## src/sv/hpas_pkg.sv

```systemverilog
`timescale 1ns / 1ps
`default_nettype none

package hpas_pkg;

  // Grid limits
  localparam int MAX_WIDTH  = 1024;
  localparam int MAX_HEIGHT = 1024;

  localparam int COL_W     = $clog2(MAX_WIDTH);
  localparam int ROW_W     = $clog2(MAX_HEIGHT);
  localparam int WIDTH_W   = $clog2(MAX_WIDTH + 1);
  localparam int HEIGHT_W  = $clog2(MAX_HEIGHT + 1);
  localparam int HALF_COLS = MAX_WIDTH / 2 + 1;
  localparam int HALF_AW   = $clog2(HALF_COLS);

  // Field and register widths
  localparam int VALUE_W    = 16;
  localparam int SIZE_W     = 11;
  localparam int THRESH_W   = 16;
  localparam int CFG_IDX_W  = 2;
  localparam int CFG_DATA_W = 16;

  localparam int GRID_SIZE_RESET = 1024;
  localparam int THRESH_RESET    = 1;

  // Averaging datapath: five Q8.8 terms, reciprocal multiply
  localparam int SUM_W       = VALUE_W + 3;
  localparam int RECIP_W     = 20;
  localparam int RECIP_SHIFT = 21;
  localparam int PROD_W      = SUM_W + RECIP_W;

  // Exact for sums below 2^19 with a shift of 21
  localparam logic [RECIP_W-1:0] RECIP_3 = RECIP_W'(699051);
  localparam logic [RECIP_W-1:0] RECIP_4 = RECIP_W'(524288);
  localparam logic [RECIP_W-1:0] RECIP_5 = RECIP_W'(419431);

  // Result queue, power of two depth
  localparam int QUEUE_DEPTH = 8;
  localparam int QPTR_W      = $clog2(QUEUE_DEPTH);
  localparam int CREDIT_W    = $clog2(QUEUE_DEPTH + 1);

  typedef enum logic [CFG_IDX_W-1:0] {
    CFG_GRID_WIDTH  = 2'd0,
    CFG_GRID_HEIGHT = 2'd1,
    CFG_THRESHOLD   = 2'd2
  } cfg_reg_t;

  typedef enum logic [1:0] {
    DIV_BY_3,
    DIV_BY_4,
    DIV_BY_5
  } div_sel_t;

  // One averaging job; absent neighbors are zero terms
  typedef struct packed {
    logic                        valid;
    logic [4:0][VALUE_W-1:0]     term;
    div_sel_t                    div;
    logic                        last;
    logic                        flag;
  } lane_t;

  typedef struct packed {
    logic             valid;
    logic [SUM_W-1:0] sum;
    div_sel_t         div;
    logic             last;
    logic             flag;
  } sum_t;

  typedef struct packed {
    logic              valid;
    logic [PROD_W-1:0] prod;
    logic              last;
    logic              flag;
  } prod_t;

  typedef struct packed {
    logic [VALUE_W-1:0] new_value;
    logic               last_of_frame;
    logic               needs_another_pass;
  } result_t;

  typedef struct packed {
    logic    valid;
    result_t data;
  } result_slot_t;

  function automatic div_sel_t div_for_count(logic [2:0] terms);
    div_sel_t sel;
    case (terms)
      3'd3:    sel = DIV_BY_3;
      3'd4:    sel = DIV_BY_4;
      default: sel = DIV_BY_5;
    endcase
    return sel;
  endfunction

  function automatic logic [RECIP_W-1:0] recip(div_sel_t sel);
    logic [RECIP_W-1:0] r;
    case (sel)
      DIV_BY_3: r = RECIP_3;
      DIV_BY_4: r = RECIP_4;
      DIV_BY_5: r = RECIP_5;
      default:  r = '0;
    endcase
    return r;
  endfunction

endpackage

`default_nettype wire

```

## src/sv/hpas_if.sv

```systemverilog
`timescale 1ns / 1ps
`default_nettype none


// Averaged result beats
interface hpas_result_if;
  logic                          valid;
  logic                          ready;
  logic [hpas_pkg::VALUE_W-1:0]  new_value;
  logic                          last_of_frame;
  logic                          needs_another_pass;

  modport source (output valid, new_value, last_of_frame, needs_another_pass, input ready);
  modport sink   (input valid, new_value, last_of_frame, needs_another_pass, output ready);
endinterface


`default_nettype wire

```

## src/sv/hpas_outq.sv

```systemverilog
`timescale 1ns / 1ps
`default_nettype none

// Result queue with credit count; accepts two pushes per cycle
module hpas_outq (
  input  logic                         clk,
  input  logic                         rst,
  input  logic [1:0]                   claim,
  input  hpas_pkg::result_slot_t [1:0] slots,
  hpas_result_if.source                results,
  output logic                         room
);

  import hpas_pkg::*;

  result_t              queue [QUEUE_DEPTH];
  logic [QPTR_W-1:0]    head, tail;
  logic [CREDIT_W-1:0]  count, reserved;
  logic                 pop, push0, push1;
  result_t              head_data;

  assign push0     = slots[0].valid;
  assign push1     = slots[1].valid;
  assign pop       = results.valid && results.ready;
  assign head_data = queue[head];

  assign results.valid              = (count != '0);
  assign results.new_value          = head_data.new_value;
  assign results.last_of_frame      = head_data.last_of_frame;
  assign results.needs_another_pass = head_data.needs_another_pass;

  // Room for the two results a cell beat can produce
  assign room = (reserved <= CREDIT_W'(QUEUE_DEPTH - 2));

  always_ff @(posedge clk) begin
    if (rst) begin
      head     <= '0;
      tail     <= '0;
      count    <= '0;
      reserved <= '0;
    end else begin
      head     <= head + QPTR_W'(pop);
      tail     <= tail + QPTR_W'(push0) + QPTR_W'(push1);
      count    <= count + CREDIT_W'(push0) + CREDIT_W'(push1) - CREDIT_W'(pop);
      reserved <= reserved + CREDIT_W'(claim) - CREDIT_W'(pop);
    end
  end

  always_ff @(posedge clk) begin
    if (push0) begin
      queue[tail] <= slots[0].data;
    end
    if (push1) begin
      queue[tail + QPTR_W'(push0)] <= slots[1].data;
    end
  end

  a_count_covered: assert property (@(posedge clk) disable iff (rst)
    count <= reserved)
    else $error("queued results exceed reserved credits");

  a_credit_bound: assert property (@(posedge clk) disable iff (rst)
    reserved <= CREDIT_W'(QUEUE_DEPTH))
    else $error("credit count beyond queue depth");

endmodule

`default_nettype wire

```

## src/flat_wrapper.sv

```systemverilog
// flat-port wrapper written by rule: the top's interface ports become plain ports
module hpas_outq_flat import hpas_pkg::*;
  (clk, rst, claim, slots, room, results_valid, results_new_value, results_last_of_frame, results_needs_another_pass, results_ready);
  hpas_result_if results_i ();
  input  logic clk;
  input  logic rst;
  input  logic [1:0] claim;
  input  hpas_pkg::result_slot_t [1:0] slots;
  output logic room;
  output wire logic [$bits(results_i.valid)-1:0] results_valid;
  output wire logic [$bits(results_i.new_value)-1:0] results_new_value;
  output wire logic [$bits(results_i.last_of_frame)-1:0] results_last_of_frame;
  output wire logic [$bits(results_i.needs_another_pass)-1:0] results_needs_another_pass;
  input wire logic [$bits(results_i.ready)-1:0] results_ready;
  assign results_valid = results_i.valid;
  assign results_new_value = results_i.new_value;
  assign results_last_of_frame = results_i.last_of_frame;
  assign results_needs_another_pass = results_i.needs_another_pass;
  assign results_i.ready = results_ready;
  hpas_outq u_core (.clk(clk), .rst(rst), .claim(claim), .slots(slots), .results(results_i), .room(room));
endmodule
```

## config.mk

```make
export PLATFORM = sky130hd
export DESIGN_NAME = hpas_outq_flat
export DESIGN_NICKNAME = d
export VERILOG_FILES = /design/src/sv/hpas_pkg.sv /design/src/sv/hpas_if.sv /design/src/sv/hpas_outq.sv /design/src/flat_wrapper.sv
export SDC_FILE = /design/constraint.sdc
export NUM_CORES = 1
export LEC_CHECK = 0
export BUFFER_PORTS_ARGS = -buffer_cell sky130_fd_sc_hd__buf_2
export CAP_MARGIN = 40
export CELL_PAD_IN_SITES_DETAIL_PLACEMENT = 1
export CELL_PAD_IN_SITES_GLOBAL_PLACEMENT = 1
export CORE_MARGIN = 5
export CORE_UTILIZATION = 55
export DETAILED_ROUTE_END_ITERATION = 12
export GPL_ROUTABILITY_DRIVEN = 0
export GPL_TIMING_DRIVEN = 0
export PLACE_DENSITY = 0.81
export SLEW_MARGIN = 30
export SYNTH_ARGS = -nofsm -noshare
export SYNTH_HDL_FRONTEND = slang
export SYNTH_SLANG_ARGS = --single-unit
```

## constraint.sdc

```tcl
create_clock -name clk -period 4 [get_ports clk]
set_input_delay 0.4 -clock clk [delete_from_list [all_inputs] [get_ports clk]]
set_output_delay 0.4 -clock clk [all_outputs]
set_load 0.03 [all_outputs]
```

==> out/summary.txt <==
Post-synth EDFFs = 144
static leakage = 3.27 nW
Num CTS Buffers = 17
ANT nets after route = 0
die height = 131 um
Critical Path RT = 3.60 ns
unrepaired setup endpoints after global routing = no
reg2reg path depth = 6
Worst Tran Pin Value = 0.851 ns
Syn Area/Cell = 17.2 um^2
largest net degree at the start of global routing = 19
Fillers = 1280
critical path arrival = 2.93 ns
final max-slew violation count = 0
Setup Fix Bufs, Post-CTS = 0
Period minus WS final = 3.33 ns
Peak Freq = 300 MHz
Seq/Total Area, Yosys = 57.1%
Critical Path Sink = results_new_value[5]
fin util = 65.6%
Post-synth ARST share = 0%
total number of vias = 4620
critical-path cell list = clkbuf_1 > clkbuf_1 > mux4_2 > mux2_2 > buf_2
prevailing post-synth register cell = edfxtp_1
RR Startpoint = u_core.tail[0]$_SDFF_PP0_
number of global-route vias before repair = 5209
hold buffer count at CTS = 0
Mapped Area = 8070 um^2
Detailed Routing Iterations Pass 1 = 5
grt total ovfl = 0
DRT Wirelength = 20900 um
Area growth syn-to-layout = 17.6%
core area = 14500 um^2
die area = 17200 um^2
H-tree depth = 4
Hold Crit Class = primary input to register
final net count = 619
count leader, synth = mux2_2
Setup CP Type = register to primary output
DP HPWL = 13300 um
Synth top cells by count = 163 x mux2_2, 144 x edfxtp_1, 36 x mux4_2, 14 x dfxtp_1, 14 x ha_1
Resized Gates After CTS = 0
crit share post-route = 83.3%
Synth cell types = 37
CP endpoint kind = primary output
max_slew headroom = 43.3%
Reg2Reg Setup Slack = 0.94 ns
final setup fails = 0
first-pass GRT wire length = 32100 um
crit path from = u_core.head[1]$_SDFF_PP0_
Yosys top cell area share = 53.6%
top cells by area, synth = edfxtp_1 54%, mux2_2 23%, mux4_2 10%
final antenna diode count = 0
Hold Fails Final Rpt = 0
IO buf count = 62
Worst-Skew Late Latency = 0.43 ns
Clock Path Buffers = 2
VDD IR-drop max = 417 uV
CP most frequent cell = clkbuf_1
buffers plus inverters on the worst setup path = 3
CTS tree = built
Starting Density = 55.7%
Post-Route Skew = 0.00835 ns
Worst Setup Slack post-DPL = 0.674 ns
post-synth net total = 529
Crit-path slowest cell = clkbuf_1
share of cells above drive strength 1 = 58.0%
initial antenna violation count = 0
clock sink count = 158
Pwr per Cell Area = 604 nW/um^2
DRC = 0
row count = 44
io pins = 63
largest area contributor in the netlist = edfxtp_1
vias per std cell = 6.11
startpoint types = register
Initial DRC Count = 484
gr usage total = 24.9%
Cells after Synth = 469
Top delay family on crit path = buffers and inverters
# Max-Cap Violations = 0
synthesized flop and latch total = 158
CP max FO = 10
Critical Path Stages = 5
Yosys Warn Count = 0
Die Width = 131 um
reg2reg end = u_core.queue[1][6]$_DFFE_PP_
final worst slack = 0.669 ns
clock slew at reported path FFs = 0.06 ns
wire length per cell = 27.6 um
status = finished clean
root buf cell = clkbuf_16
crit-path max cell delay = 0.71 ns
## worst min-delay path by stage
stage	slack (ns)	depth (start not counted)	endpoint	start
floorplan	0.47	1	u_core.head[0]$_SDFF_PP0_	rst
finish	0.22	2	u_core.head[0]$_SDFF_PP0_	rst
CTS	0.21	2	u_core.head[0]$_SDFF_PP0_	rst
global placement	0.56	2	u_core.head[0]$_SDFF_PP0_	u_core.head[0]$_SDFF_PP0_
detailed placement	0.57	2	u_core.head[0]$_SDFF_PP0_	u_core.head[0]$_SDFF_PP0_
global route	0.22	2	u_core.head[1]$_SDFF_PP0_	rst
## metrics by stage
stage               hold WS, ns  total power, mW  cells  instance area [um^2]  setup TNS, ns
floorplan                 0.472             3.46    469                  8070              0
detailed placement        0.574             4.06    723                  8860              0
global route              0.224             5.98    756                  9490              0
CTS                       0.211             5.78    755                  9480              0
finish                    0.223             5.74    756                  9490              0
global placement          0.555             3.89    715                  8610          -3.49
## layout make-up
| class | count | area, um^2 | area share, % |
|---|---|---|---|
| buffer | 20 | 105 | 1.11 |
| clock buffer | 27 | 513 | 5.40 |
| clock inverter | 5 | 104 | 1.09 |
| inverter | 12 | 45.0 | 0.474 |
| multi-input combinational | 279 | 3410 | 35.9 |
| sequential | 158 | 4600 | 48.5 |
| tap | 184 | 230 | 2.43 |
| timing repair buffer | 71 | 484 | 5.10 |
## registers in the layout, summed over array words and instances, names as in the netlist
register and flops:
u_core.count 4, u_core.reserved 4, u_core.queue 144, u_core.head 3, u_core.tail 3
## cells by family after synthesis
kind of cell	share of synthesized area (%)
XOR/XNOR	1.19
AND/OR/NAND/NOR	3.12
flip-flops	57.1
buffers and inverters	1.86
AO/OA/AOI/OAI	0.946
adder cells (fa/ha/maj)	2.91
multiplexers	32.9
## report_power, final
| part | total, mW | internal, mW | switching, mW |
|---|---|---|---|
| clock | 1.72 | 1.07 | 0.650 |
| sequential | 2.15 | 2.07 | 0.0763 |
| combinational | 1.87 | 0.828 | 1.04 |
| total | 5.74 | 3.97 | 1.77 |
## layer usage
layer  wire [um]  global-route usage, %
met1        8660                   32.4
met4         350                   7.33
met3        1100                   5.28
met5           0                      0
met2       10800                   42.4
## placed cells by master (no fill, tap or decap), types with 2 or more instances in the layout
cell	netlist	layout
mux2_2	163	163
edfxtp_1	144	144
buf_2	9	71
mux4_2	36	36
clkbuf_16	0	17
ha_1	14	14
dfxtp_1	14	14
inv_1	12	12
clkbuf_1	6	11
nor2_1	9	9
nor2b_1	7	7
nand2_1	5	5
clkbuf_8	0	5
xnor2_1	4	4
nor2_2	4	4
buf_6	1	4
nand2b_1	4	4
o22ai_4	0	4
buf_16	0	4
or2_2	3	3
buf_4	3	3
a21oi_1	3	3
fa_1	3	3
bufinv_16	0	3
xor2_1	2	2
nand2_2	2	2
nor3_4	2	2
nand3b_1	2	2
buf_8	0	2
Note: power is estimated with default switching activity, not from simulation.
