<file path="config.mk">
export PLATFORM = sky130hd
export DESIGN_NAME = hpas_divide
export DESIGN_NICKNAME = d
export VERILOG_FILES = /design/src/sv/hpas_pkg.sv /design/src/sv/hpas_divide.sv
export SDC_FILE = /design/constraint.sdc
export NUM_CORES = 1
export LEC_CHECK = 0
export BUFFER_PORTS_ARGS = -buffer_cell sky130_fd_sc_hd__buf_4
export CAP_MARGIN = 0
export CORE_AREA = 2 2 243 340
export DETAILED_ROUTE_END_ITERATION = 7
export DIE_AREA = 0 0 245 342
export PLACE_DENSITY = 0.46
export SLEW_MARGIN = 10
export SYNTH_ARGS = -nofsm -noshare
export SYNTH_HDL_FRONTEND = slang
export SYNTH_SLANG_ARGS = --single-unit
</file>
<file path="constraint.sdc">
create_clock -name clk -period 15.2 [get_ports clk]
set_clock_uncertainty 0.2 [all_clocks]
set_input_delay 1.52 -clock clk [delete_from_list [all_inputs] [get_ports clk]]
set_output_delay 1.52 -clock clk [all_outputs]
set_load 0.005 [all_outputs]
</file>
<file path="src/sv/hpas_pkg.sv">
`timescale 1ns / 1ps
`default_nettype none

package hpas_pkg;

  // Grid limits
  localparam int MAX_WIDTH  = 1024;
  localparam int MAX_HEIGHT = 1024;

  localparam int COL_W     = $clog2(MAX_WIDTH);
  localparam int ROW_W     = $clog2(MAX_HEIGHT);
  localparam int WIDTH_W   = $clog2(MAX_WIDTH + 1);
  localparam int HEIGHT_W  = $clog2(MAX_HEIGHT + 1);
  localparam int HALF_COLS = MAX_WIDTH / 2 + 1;
  localparam int HALF_AW   = $clog2(HALF_COLS);

  // Field and register widths
  localparam int VALUE_W    = 16;
  localparam int SIZE_W     = 11;
  localparam int THRESH_W   = 16;
  localparam int CFG_IDX_W  = 2;
  localparam int CFG_DATA_W = 16;

  localparam int GRID_SIZE_RESET = 1024;
  localparam int THRESH_RESET    = 1;

  // Averaging datapath: five Q8.8 terms, reciprocal multiply
  localparam int SUM_W       = VALUE_W + 3;
  localparam int RECIP_W     = 20;
  localparam int RECIP_SHIFT = 21;
  localparam int PROD_W      = SUM_W + RECIP_W;

  // Exact for sums below 2^19 with a shift of 21
  localparam logic [RECIP_W-1:0] RECIP_3 = RECIP_W'(699051);
  localparam logic [RECIP_W-1:0] RECIP_4 = RECIP_W'(524288);
  localparam logic [RECIP_W-1:0] RECIP_5 = RECIP_W'(419431);

  // Result queue, power of two depth
  localparam int QUEUE_DEPTH = 8;
  localparam int QPTR_W      = $clog2(QUEUE_DEPTH);
  localparam int CREDIT_W    = $clog2(QUEUE_DEPTH + 1);

  typedef enum logic [CFG_IDX_W-1:0] {
    CFG_GRID_WIDTH  = 2'd0,
    CFG_GRID_HEIGHT = 2'd1,
    CFG_THRESHOLD   = 2'd2
  } cfg_reg_t;

  typedef enum logic [1:0] {
    DIV_BY_3,
    DIV_BY_4,
    DIV_BY_5
  } div_sel_t;

  // One averaging job; absent neighbors are zero terms
  typedef struct packed {
    logic                        valid;
    logic [4:0][VALUE_W-1:0]     term;
    div_sel_t                    div;
    logic                        last;
    logic                        flag;
  } lane_t;

  typedef struct packed {
    logic             valid;
    logic [SUM_W-1:0] sum;
    div_sel_t         div;
    logic             last;
    logic             flag;
  } sum_t;

  typedef struct packed {
    logic              valid;
    logic [PROD_W-1:0] prod;
    logic              last;
    logic              flag;
  } prod_t;

  typedef struct packed {
    logic [VALUE_W-1:0] new_value;
    logic               last_of_frame;
    logic               needs_another_pass;
  } result_t;

  typedef struct packed {
    logic    valid;
    result_t data;
  } result_slot_t;

  function automatic div_sel_t div_for_count(logic [2:0] terms);
    div_sel_t sel;
    case (terms)
      3'd3:    sel = DIV_BY_3;
      3'd4:    sel = DIV_BY_4;
      default: sel = DIV_BY_5;
    endcase
    return sel;
  endfunction

  function automatic logic [RECIP_W-1:0] recip(div_sel_t sel);
    logic [RECIP_W-1:0] r;
    case (sel)
      DIV_BY_3: r = RECIP_3;
      DIV_BY_4: r = RECIP_4;
      DIV_BY_5: r = RECIP_5;
      default:  r = '0;
    endcase
    return r;
  endfunction

endpackage

`default_nettype wire

</file>
<file path="src/sv/hpas_divide.sv">
`timescale 1ns / 1ps
`default_nettype none

// Two-lane average: sum stage, reciprocal multiply stage, then shift
module hpas_divide (
  input  logic                         clk,
  input  logic                         rst,
  input  hpas_pkg::lane_t [1:0]        lanes,
  output hpas_pkg::result_slot_t [1:0] slots
);

  import hpas_pkg::*;

  function automatic logic [SUM_W-1:0] lane_sum(lane_t ln);
    logic [SUM_W-1:0] s;
    s = SUM_W'(ln.term[0]) + SUM_W'(ln.term[1]) + SUM_W'(ln.term[2]) +
        SUM_W'(ln.term[3]) + SUM_W'(ln.term[4]);
    return s;
  endfunction

  sum_t  [1:0] sum_q;
  prod_t [1:0] prod_q;

  always_ff @(posedge clk) begin
    if (rst) begin
      sum_q  <= '0;
      prod_q <= '0;
    end else begin
      for (int k = 0; k < 2; k++) begin
        sum_q[k].valid  <= lanes[k].valid;
        sum_q[k].sum    <= lane_sum(lanes[k]);
        sum_q[k].div    <= lanes[k].div;
        sum_q[k].last   <= lanes[k].last;
        sum_q[k].flag   <= lanes[k].flag;
        prod_q[k].valid <= sum_q[k].valid;
        prod_q[k].prod  <= PROD_W'(sum_q[k].sum) * PROD_W'(recip(sum_q[k].div));
        prod_q[k].last  <= sum_q[k].last;
        prod_q[k].flag  <= sum_q[k].flag;
      end
    end
  end

  always_comb begin
    for (int k = 0; k < 2; k++) begin
      slots[k].valid                   = prod_q[k].valid;
      slots[k].data.new_value          = prod_q[k].prod[RECIP_SHIFT +: VALUE_W];
      slots[k].data.last_of_frame      = prod_q[k].last;
      slots[k].data.needs_another_pass = prod_q[k].flag;
    end
  end

  a_lane_order: assert property (@(posedge clk) disable iff (rst)
    lanes[1].valid |=> sum_q[0].valid && sum_q[1].valid)
    else $error("second lane job without first lane job");

endmodule

`default_nettype wire

</file>
==> results of run 1 <==
[per-layer routing]
metal | track usage [%] | vias up | share of wire (%) | routed length, um
met5 | 0 | - | 0.024 | 13
met4 | 4.48 | 2 | 3.3 | 1810
met3 | 1.92 | 72 | 4.7 | 2540
met2 | 25.5 | 308 | 53 | 29000
met1 | 15.2 | 6625 | 39 | 21000
li1 | - | 6531 | - | -
[worst paths after layout]
path,slack (ps),from,endpoint
worst max-delay path,7290,sum_q[3],slots[16]
worst min-delay path,240,sum_q[23],slots[18]
worst max register to register,7290,sum_q[3],slots[16]
worst min register to register,240,sum_q[23],slots[18]
[cells in the final DEF, fill, tap and decap left out, drive strengths merged, types with 4 or more instances in the layout]
master	n
a211oi	13
a21o	31
a21oi	43
a31o	4
a31oi	7
and2	53
and3	9
buf	211
clkbuf	10
dfxtp	86
fa	428
ha	298
inv	591
mux2	4
nand2	51
nand2b	20
nand3	10
nand4	9
nor2	80
nor2b	88
nor3	25
nor3b	6
nor4b	9
o21a	7
o21ai	26
o31a	4
or2	8
or3	7
xnor2	33
xor2	21
[synthesized netlist by cell type (all sizes together) (2+ instances only)]
cell type,instances
a221oi,3
o211ai,3
a2111oi,2
nor4b,9
clkbuf,22
a21oi,43
mux2,4
and2,53
nor2b,88
o211a,3
a21o,31
dfxtp,86
inv,590
or4,3
nand3,10
a31o,4
nor4,2
fa,428
o21bai,2
ha,298
o221ai,2
o21a,7
or3,7
o31a,4
nand2b,20
a211oi,13
or2,8
nand4,9
nor3b,6
and3,9
nor2,80
nor3,25
a41oi,2
buf,2
xor2,21
xnor2,33
o21ai,26
a31oi,7
nand2,51
[area by class of cell]
type / instances / area (um^2) / area share [%]
Sequential cell: 86 / 1720 / 7.43
Clock inverter: 6 / 68.8 / 0.297
Inverter: 590 / 2210 / 9.56
Timing Repair Buffer: 211 / 1580 / 6.84
Clock buffer: 10 / 239 / 1.03
Multi-Input combinational cell: 1327 / 16000 / 69.1
Tap cell: 1071 / 1340 / 5.78
[critical path, delay by kind of cell, from the launching register on]
kind | cells | cell delay, ps
AO/OA/AOI/OAI | 8 | 1680
adder cells (fa/ha/maj) | 7 | 3390
buffers and inverters | 5 | 590
flip-flops | 1 | 730
multiplexers | 1 | 310
AND/OR/NAND/NOR | 2 | 900
[kinds of logic after synthesis]
| group | after synthesis | share of synthesized area, % |
|---|---|---|
| AO/OA/AOI/OAI | 160 | 5.52 |
| buffers and inverters | 614 | 11.5 |
| flip-flops | 86 | 8.60 |
| XOR/XNOR | 54 | 2.36 |
| AND/OR/NAND/NOR | 382 | 10.3 |
| adder cells (fa/ha/maj) | 726 | 61.4 |
| multiplexers | 5 | 0.294 |
[flip-flops by register name, summed over array words and instances, names as in the netlist]
register	count
sum_q	48
slots	38
[per-stage QoR]
stage / util, % / hold WS [ps] / instance area, um^2
3_3_place_gp: 28.2 / 217 / 22900
5_1_grt: 28.6 / 258 / 23200
2_1_floorplan: - / 214 / 20000
4_1_cts: 28.6 / 242 / 23200
3_5_place_dp: 28.2 / 226 / 22900
6_report: 28.6 / 238 / 23200
==> flow_summary.yaml, run 1 <==
timing:
  setup_viol: 0
  setup_ws_ps: 7290
  rsz0062_at_grt: "no"
  hold_viol: 0
  slew_headroom_pct: 23.7
  clock.fmax_ghz: 0.126
  layout_min_cycle_time_ps: 7910
  worst_pin_slew_ps: 1140
  finalSetupTns_ps: 0
  finalCritPeriodShare_pct: 52.1
  drv_slew: 0
die:
  fp.dieArea_mm2: 0.0838
  die_y_um: 342
  rows: 124
  die_w_um: 245
  core_mm2: 0.0811
  start_util_pct: 24.7
  io_pins: 210
clocking:
  insertion_delay_ps: 400
  cts_root_buffer: "clkbuf_16"
  clock_sinks: 86
  cts-resized-gates: 0
  cts-hold-fix-buffers: 0
  clk_path_buf_depth: 2
  cts_setup_buffers: 0
  cts_tree: "done"
  cts_max_level: 3
  clk_pin_slew_ps: 80
  numCtsBuffers: 9
worst_setup_path:
  crit_slowest_cell: "dfxtp_1"
  cp.required_ps: 15280
  max_stage_delay_ps: 730
  crit_fanout: 18
  cp_data_arrival_time_ps: 7990
  path_cells: "inv_1 -> nor2_1 -> and2_1 -> fa_1 -> fa_1 -> fa_1 -> inv_1 -> fa_1 -> inv_1 -> fa_1 -> inv_1 -> fa_1 -> inv_1 -> ha_1 -> o31a_1 -> o21ai_0 -> a21o_1 -> a21oi_1 -> o211a_1 -> o211ai_1 -> o21ai_1 -> a21oi_1 -> mux2_1"
  crit_type: "flop to flop"
  cp-start-kind: "flop"
  endpoint_kind: "flop"
  r2r_cells: 23
  cpMostUsedCell: "fa_1"
logic_synthesis:
  synthTopCellsByArea: "fa_1 (43%), ha_1 (19%), inv_1 (11%)"
  async_reset_ff_share_pct: 0
  ys_seq_area_share_pct: 8.60
  postSynthAreaPerCell_um2: 9.88
  synth_cell_types: 60
  yosys.area.top_type_share_pct: 42.8
  netlist_area_mm2: 0.0200
  synth_nets: 2925
  netlist.top_cell.by_area: "fa_1"
  yosys_most_used_dff: "dfxtp_1"
  synth_edf_count: 0
  synth_warnings: 0
  synth_cells: 2027
  yosys_register_bits: 86
route:
  drt_iter0_drc: 411
  via_per_inst: 4.10
  drc: 0
  drt-wirelength-per-cell_um: 16.5
  antenna_left: 0
  num_vias: 13500
  wl_mm: 54.4
  dr.pass1.iters: 5
cells_and_area:
  syn2layout_area_growth_pct: 15.7
  fin_nets: 3123
  fillCellCount: 8599
  fin_cells: 3301
  drive_gt1_share_pct: 11.2
  n_antenna_cell: 0
placement:
  dp.cells: 3285
  place_ws_ps: 7160
  port_buffers: 209
  finalWeightedCongestion: 0.907
  dpl.hpwl_mm: 50.4
global_route:
  grt_max_degree: 80
  grt_usage_pct: 13.4
  gr-total-overflow: 0
  first_global_vias: 15700
  antenna_found_initial: 1
  grt_first_pass_wirelength_mm: 85.5
status:
  outcome: "finished, final reports clean"
min_path:
  min_path_type: "flop to flop"
  worstHoldPathCells: 1
job:
  maxCapViolations: 0
Power of run 1 is left out: the tool's default activity adds up to more than one toggle a clock period on the data nets, which glitch-free logic cannot reach.
==> run 2, diff against run 1 <==
==> constraint.sdc (replaced) <==
create_clock -name clk -period 7.9 [get_ports clk]
set_clock_uncertainty 0.2 [all_clocks]
set_input_delay 0.79 -clock clk [delete_from_list [all_inputs] [get_ports clk]]
set_output_delay 0.79 -clock clk [all_outputs]
set_load 0.005 [all_outputs]
==> run 2 against run 1 <==
Compared with the run above:
- register-to-register slack lost 6800 ps
- sequential cell count unchanged
- hold slack worse by 1.3 ps
- final area rose by 0.29%
- die area unchanged
- critical path depth down 2
- highest routed layer is now met4
- first-iteration DRC count decreased by 13%
- largest cell class unchanged
- non-clock buffer count grew 9
- core utilization increased by 0.082 points
- setup slack lost 6800 ps
==> flow_summary.yaml, run 2 (same netlist as run 1, synthesis figures left out) <==
clocking:
  cts_root_buffer: "clkbuf_16"
  clk_pin_slew_ps: 80
  insertion_delay_ps: 400
  clock_sinks: 86
  cts-hold-fix-buffers: 0
  numCtsBuffers: 9
  cts-resized-gates: 0
  clk_path_buf_depth: 2
  cts_tree: "done"
  cts_max_level: 3
  cts_setup_buffers: 0
cells_and_area:
  syn2layout_area_growth_pct: 16.0
  layout_commonest_cell: "inv_1"
  n_antenna_cell: 0
  largest_reg_flops: 48
  regMostFlops: "sum_q"
  fin_cells: 3310
  fillCellCount: 8642
  fin_nets: 3132
  final_cell_mix: "inv_1 (590), fa_1 (428), ha_1 (298)"
  drive_gt1_share_pct: 11.6
die:
  start_util_pct: 24.7
  die_w_um: 245
  rows: 124
  core_mm2: 0.0811
  fp.dieArea_mm2: 0.0838
  die_y_um: 342
  io_pins: 210
placement:
  place_ws_ps: 486
  dpl.hpwl_mm: 51.0
  port_buffers: 209
  dp.cells: 3294
  finalWeightedCongestion: 0.930
timing:
  finalCritPeriodShare_pct: 93.3
  worst_pin_slew_ps: 1010
  hold_viol: 0
  finalSetupTns_ps: 0
  slew_headroom_pct: 32.5
  drv_slew: 0
  setup_ws_ps: 526
  clock.fmax_ghz: 0.136
  holdWs_ps: 237
  setup_viol: 0
  layout_min_cycle_time_ps: 7370
  rsz0062_at_grt: "no"
global_route:
  antenna_found_initial: 0
  gr-total-overflow: 0
  grt_usage_pct: 13.4
  grt_first_pass_wirelength_mm: 85.5
  grt_max_degree: 80
  first_global_vias: 15800
worst_setup_path:
  crit_start: "sum_q[27]"
  cp.required_ps: 7980
  path_cells: "nor2_1 -> nand2_1 -> fa_1 -> fa_1 -> fa_1 -> inv_1 -> fa_1 -> fa_1 -> inv_1 -> fa_1 -> inv_1 -> ha_1 -> a21oi_1 -> a211oi_1 -> nor3_1 -> o21ai_0 -> o211a_1 -> o211a_1 -> a221oi_2 -> o21ai_1 -> mux2_4"
  crit_fanout: 18
  cpMostUsedCell: "fa_1"
  cp-start-kind: "flop"
  crit_slowest_cell: "nor2_1"
  cp_data_arrival_time_ps: 7450
  critical_path.top_delay_family: "adder cells"
  crit_type: "flop to flop"
  endpoint_kind: "flop"
  max_stage_delay_ps: 760
  r2r_start: "sum_q[27]"
  cp_num_buf_inv: 3
route:
  num_vias: 13600
  dr.pass1.iters: 4
  drt-wirelength-per-cell_um: 16.5
  antenna_left: 0
  via_per_inst: 4.10
  drt_iter0_drc: 359
  drc: 0
  wl_mm: 54.8
min_path:
  min-delay-start: "sum_q[24]"
  min_path_type: "flop to flop"
status:
  outcome: "finished, final reports clean"
job:
  maxCapViolations: 0
run 2: per-layer routing:
layer / track usage, % / wire length, um / vias to the layer above
met1: 14.9 / 21500 / 6702
met5: 0 / 0 / -
met2: 26.4 / 29900 / 285
met4: 3.29 / 1250 / 0
li1: - / - / 6547
met3: 2.08 / 2130 / 44
run 2: path summary, 6_finish.rpt:
check	endpoint	slack, ps	cells after the start
hold / removal	slots[19]	240	1
setup reg to reg	slots[34]	530	21
setup / recovery	slots[34]	530	21
hold reg to reg	slots[19]	240	1
run 2: layout make-up:
class / count / area, um^2 / area share, %
multi-input cells: 1327 / 16000 / 68.9
clock buffers: 10 / 239 / 1.03
repair buffers: 220 / 1650 / 7.11
flip-flops and latches: 86 / 1720 / 7.41
well taps: 1071 / 1340 / 5.77
clock inverters: 6 / 67.6 / 0.291
inverters: 590 / 2210 / 9.53
run 2: worst register-to-register path: stages (launching register included):
cell      delay (ps)
dfxtp_1          320
nor2_1           760
nand2_1          200
fa_1             580
fa_1             600
fa_1             530
inv_1             50
fa_1             490
fa_1             500
inv_1             50
fa_1             470
inv_1             40
ha_1             310
a21oi_1          220
a211oi_1         120
nor3_1           300
o21ai_0          230
o211a_1          270
o211a_1          270
a221oi_2         340
o21ai_1          120
mux2_4           300
run 2: stage by stage:
| step | cell area, um^2 | utilization [%] |
|---|---|---|
| 2_1_floorplan | 20000 | - |
| 3_3_place_gp | 22900 | 28.3 |
| 3_5_place_dp | 22900 | 28.3 |
| 4_1_cts | 23200 | 28.6 |
| 5_1_grt | 23200 | 28.6 |
| 6_report | 23200 | 28.6 |
Power of run 2 is left out for the same reason.
==> run 3, diff against run 2 <==
--- a/config.mk
+++ b/config.mk
@@ -5,12 +5,13 @@
 export SDC_FILE = /design/constraint.sdc
 export NUM_CORES = 1
 export LEC_CHECK = 0
+export ABC_AREA = 1
 export BUFFER_PORTS_ARGS = -buffer_cell sky130_fd_sc_hd__buf_4
 export CAP_MARGIN = 0
-export CORE_AREA = 2 2 243 340
+export CORE_AREA = 2 2 230 323
 export DETAILED_ROUTE_END_ITERATION = 7
-export DIE_AREA = 0 0 245 342
-export PLACE_DENSITY = 0.46
+export DIE_AREA = 0 0 232 325
+export PLACE_DENSITY = 0.52
 export SLEW_MARGIN = 10
 export SYNTH_ARGS = -nofsm -noshare
 export SYNTH_HDL_FRONTEND = slang
==> run 3 against run 2 <==
Compared with the run above:
- via count is 22% higher
- maximum frequency grew 6.2%
- synthesized cell count is 28% higher
- critical path depth stayed put
- area after synthesis rose by 7.5%
- first-iteration DRC count grew 82%
- sequential share of layout area shrank 0.39 points
- routed wire length up 18%
- non-clock buffer count decreased by 7
- critical endpoint is now slots[8]
- core utilization is 5.2 points higher
- hold slack worse by 34 ps
- die area decreased by 10%
==> flow_summary.yaml, run 3 <==
clocking:
  numCtsBuffers: 9
  cts_root_buffer: "clkbuf_16"
  cts-hold-fix-buffers: 0
  cts-resized-gates: 0
  clk_path_buf_depth: 2
  clock_sinks: 86
  insertion_delay_ps: 410
  cts_max_level: 3
  cts_tree: "done"
  cts_setup_buffers: 0
  clk_pin_slew_ps: 80
cells_and_area:
  largest_reg_flops: 48
  n_antenna_cell: 0
  final_cell_mix: "inv_1 (775), fa_1 (428), nor2_1 (301)"
  regMostFlops: "sum_q"
  syn2layout_area_growth_pct: 13.9
  drive_gt1_share_pct: 9.11
  fin_cells: 3752
  layout_commonest_cell: "inv_1"
  fin_nets: 3693
route:
  drc: 0
  drt-wirelength-per-cell_um: 17.2
  drt_iter0_drc: 653
  antenna_left: 0
  dr.pass1.iters: 5
  num_vias: 16600
  wl_mm: 64.4
  via_per_inst: 4.42
worst_setup_path:
  path_cells: "nor2_1 -> inv_1 -> nor2_1 -> fa_1 -> fa_1 -> inv_1 -> fa_1 -> inv_1 -> fa_1 -> fa_1 -> inv_1 -> fa_1 -> inv_1 -> ha_1 -> a21oi_1 -> a21boi_0 -> o21ai_0 -> a21oi_1 -> o21ai_0 -> a21oi_1 -> o21a_1"
  max_stage_delay_ps: 810
  crit_type: "flop to flop"
  cpMostUsedCell: "fa_1"
  cp-start-kind: "flop"
  reg2reg_slack_ps: 960
  crit_slowest_cell: "dfxtp_1"
  r2r_cells: 21
  r2r-end: "slots[8]"
  cp_data_arrival_time_ps: 7070
  cp.required_ps: 8030
  endpoint_kind: "flop"
  cp_num_buf_inv: 5
  r2r_start: "sum_q[2]"
  crit_fanout: 21
  critical_path.top_delay_family: "adder cells"
global_route:
  first_global_vias: 18900
  grt_first_pass_wirelength_mm: 103
  gr-total-overflow: 0
  grt_usage_pct: 18.0
  grt_max_degree: 40
  antenna_found_initial: 0
logic_synthesis:
  netlist_area_mm2: 0.0215
  yosys_register_bits: 86
  async_reset_ff_share_pct: 0
  synth_cell_types: 47
  yosys_most_used_dff: "dfxtp_1"
  synthTopCellsByCount: "inv_1 (776), fa_1 (428), nor2_1 (301), ha_1 (298), nand2_1 (279)"
  synth_edf_count: 0
  synth_cells: 2592
  synth_nets: 3490
  synthTopCellsByArea: "fa_1 (40%), ha_1 (17%), inv_1 (14%)"
  postSynthAreaPerCell_um2: 8.31
  netlist.top_cell.by_area: "fa_1"
  ys_seq_area_share_pct: 7.99
  yosys.cell_count.top_type: "inv_1"
  synth_warnings: 0
  yosys.area.top_type_share_pct: 39.8
die:
  start_util_pct: 29.7
  fp.dieArea_mm2: 0.0754
  io_pins: 210
  core_mm2: 0.0725
  rows: 117
  die_w_um: 232
  die_y_um: 325
status:
  outcome: "finished, final reports clean"
placement:
  finalWeightedCongestion: 0.919
  port_buffers: 209
  dp.cells: 3736
  dpl.hpwl_mm: 58.9
job:
  maxCapViolations: 0
min_path:
  worstHoldPathCells: 2
  min_path_type: "flop to flop"
  min-delay-start: "sum_q[23]"
  holdPathEnd: "slots[18]"
timing:
  rsz0062_at_grt: "no"
  finalCritPeriodShare_pct: 87.9
  layout_min_cycle_time_ps: 6940
  slew_headroom_pct: 48.7
  drv_slew: 0
  finalSetupTns_ps: 0
  clock.fmax_ghz: 0.144
  hold_viol: 0
  worst_pin_slew_ps: 769
  setup_viol: 0
-- run 3: cells by family (layout without fill, tap and decap cells) --
group           count (synthesis)  count (layout)  share of synthesized area (%)
simple gates                  671             671                           12.5
buf+inv                       798            1006                           14.0
fa+ha+maj                     726             726                           57.1
compound gates                300             300                           7.92
flops                          86              86                           7.99
xor+xnor                       11              11                          0.447
-- run 3: area by class of cell --
type	count	area, um^2
well taps	952	1190
flip-flops and latches	86	1720
inverters	777	2920
clock buffers	9	225
multi-input cells	1708	16800
fillers	7792	47900
clock inverters	7	90.1
repair buffers	213	1600
-- run 3: layer usage --
layer  track usage (%)  vias to the layer above  wire length (um)
li1                  -                     8157                 -
met1              19.4                     8043             24600
met2              35.5                      289             35800
met3              1.63                       97              1520
met4              6.87                        0              2540
met5                 0                        -                 0
-- run 3: worst reg2reg max path, cell delays in order, from the launching register on --
cell	delay (ps)
dfxtp_1	810
nor2_1	190
inv_1	410
nor2_1	130
fa_1	560
fa_1	570
inv_1	90
fa_1	600
inv_1	80
fa_1	410
fa_1	530
inv_1	50
fa_1	470
inv_1	40
ha_1	330
a21oi_1	210
a21boi_0	300
o21ai_0	270
a21oi_1	180
o21ai_0	140
a21oi_1	160
o21a_1	160
-- run 3: how the worst max path moves through the flow --
stage               from        end  slack [ps]  depth (start not counted)
2_1_floorplan  sum_q[26]  slots[36]        2070                         25
3_3_place_gp    sum_q[2]   slots[6]        1100                         22
3_5_place_dp    sum_q[2]   slots[8]        1080                         21
4_1_cts         sum_q[2]   slots[8]        1030                         21
5_1_grt         sum_q[2]   slots[8]         470                         21
6_report        sum_q[2]   slots[8]         960                         21
-- run 3: per-stage QoR --
step	area (um^2)	hold slack, ps	util [%]	setup slack, ps
floorplan	21500	188	-	2070
global placement	24200	190	33.4	1100
detailed placement	24200	195	33.4	1080
CTS	24500	205	33.9	1030
global route	24500	213	33.9	468
finish	24500	202	33.9	959
Power of run 3 is left out for the same reason.
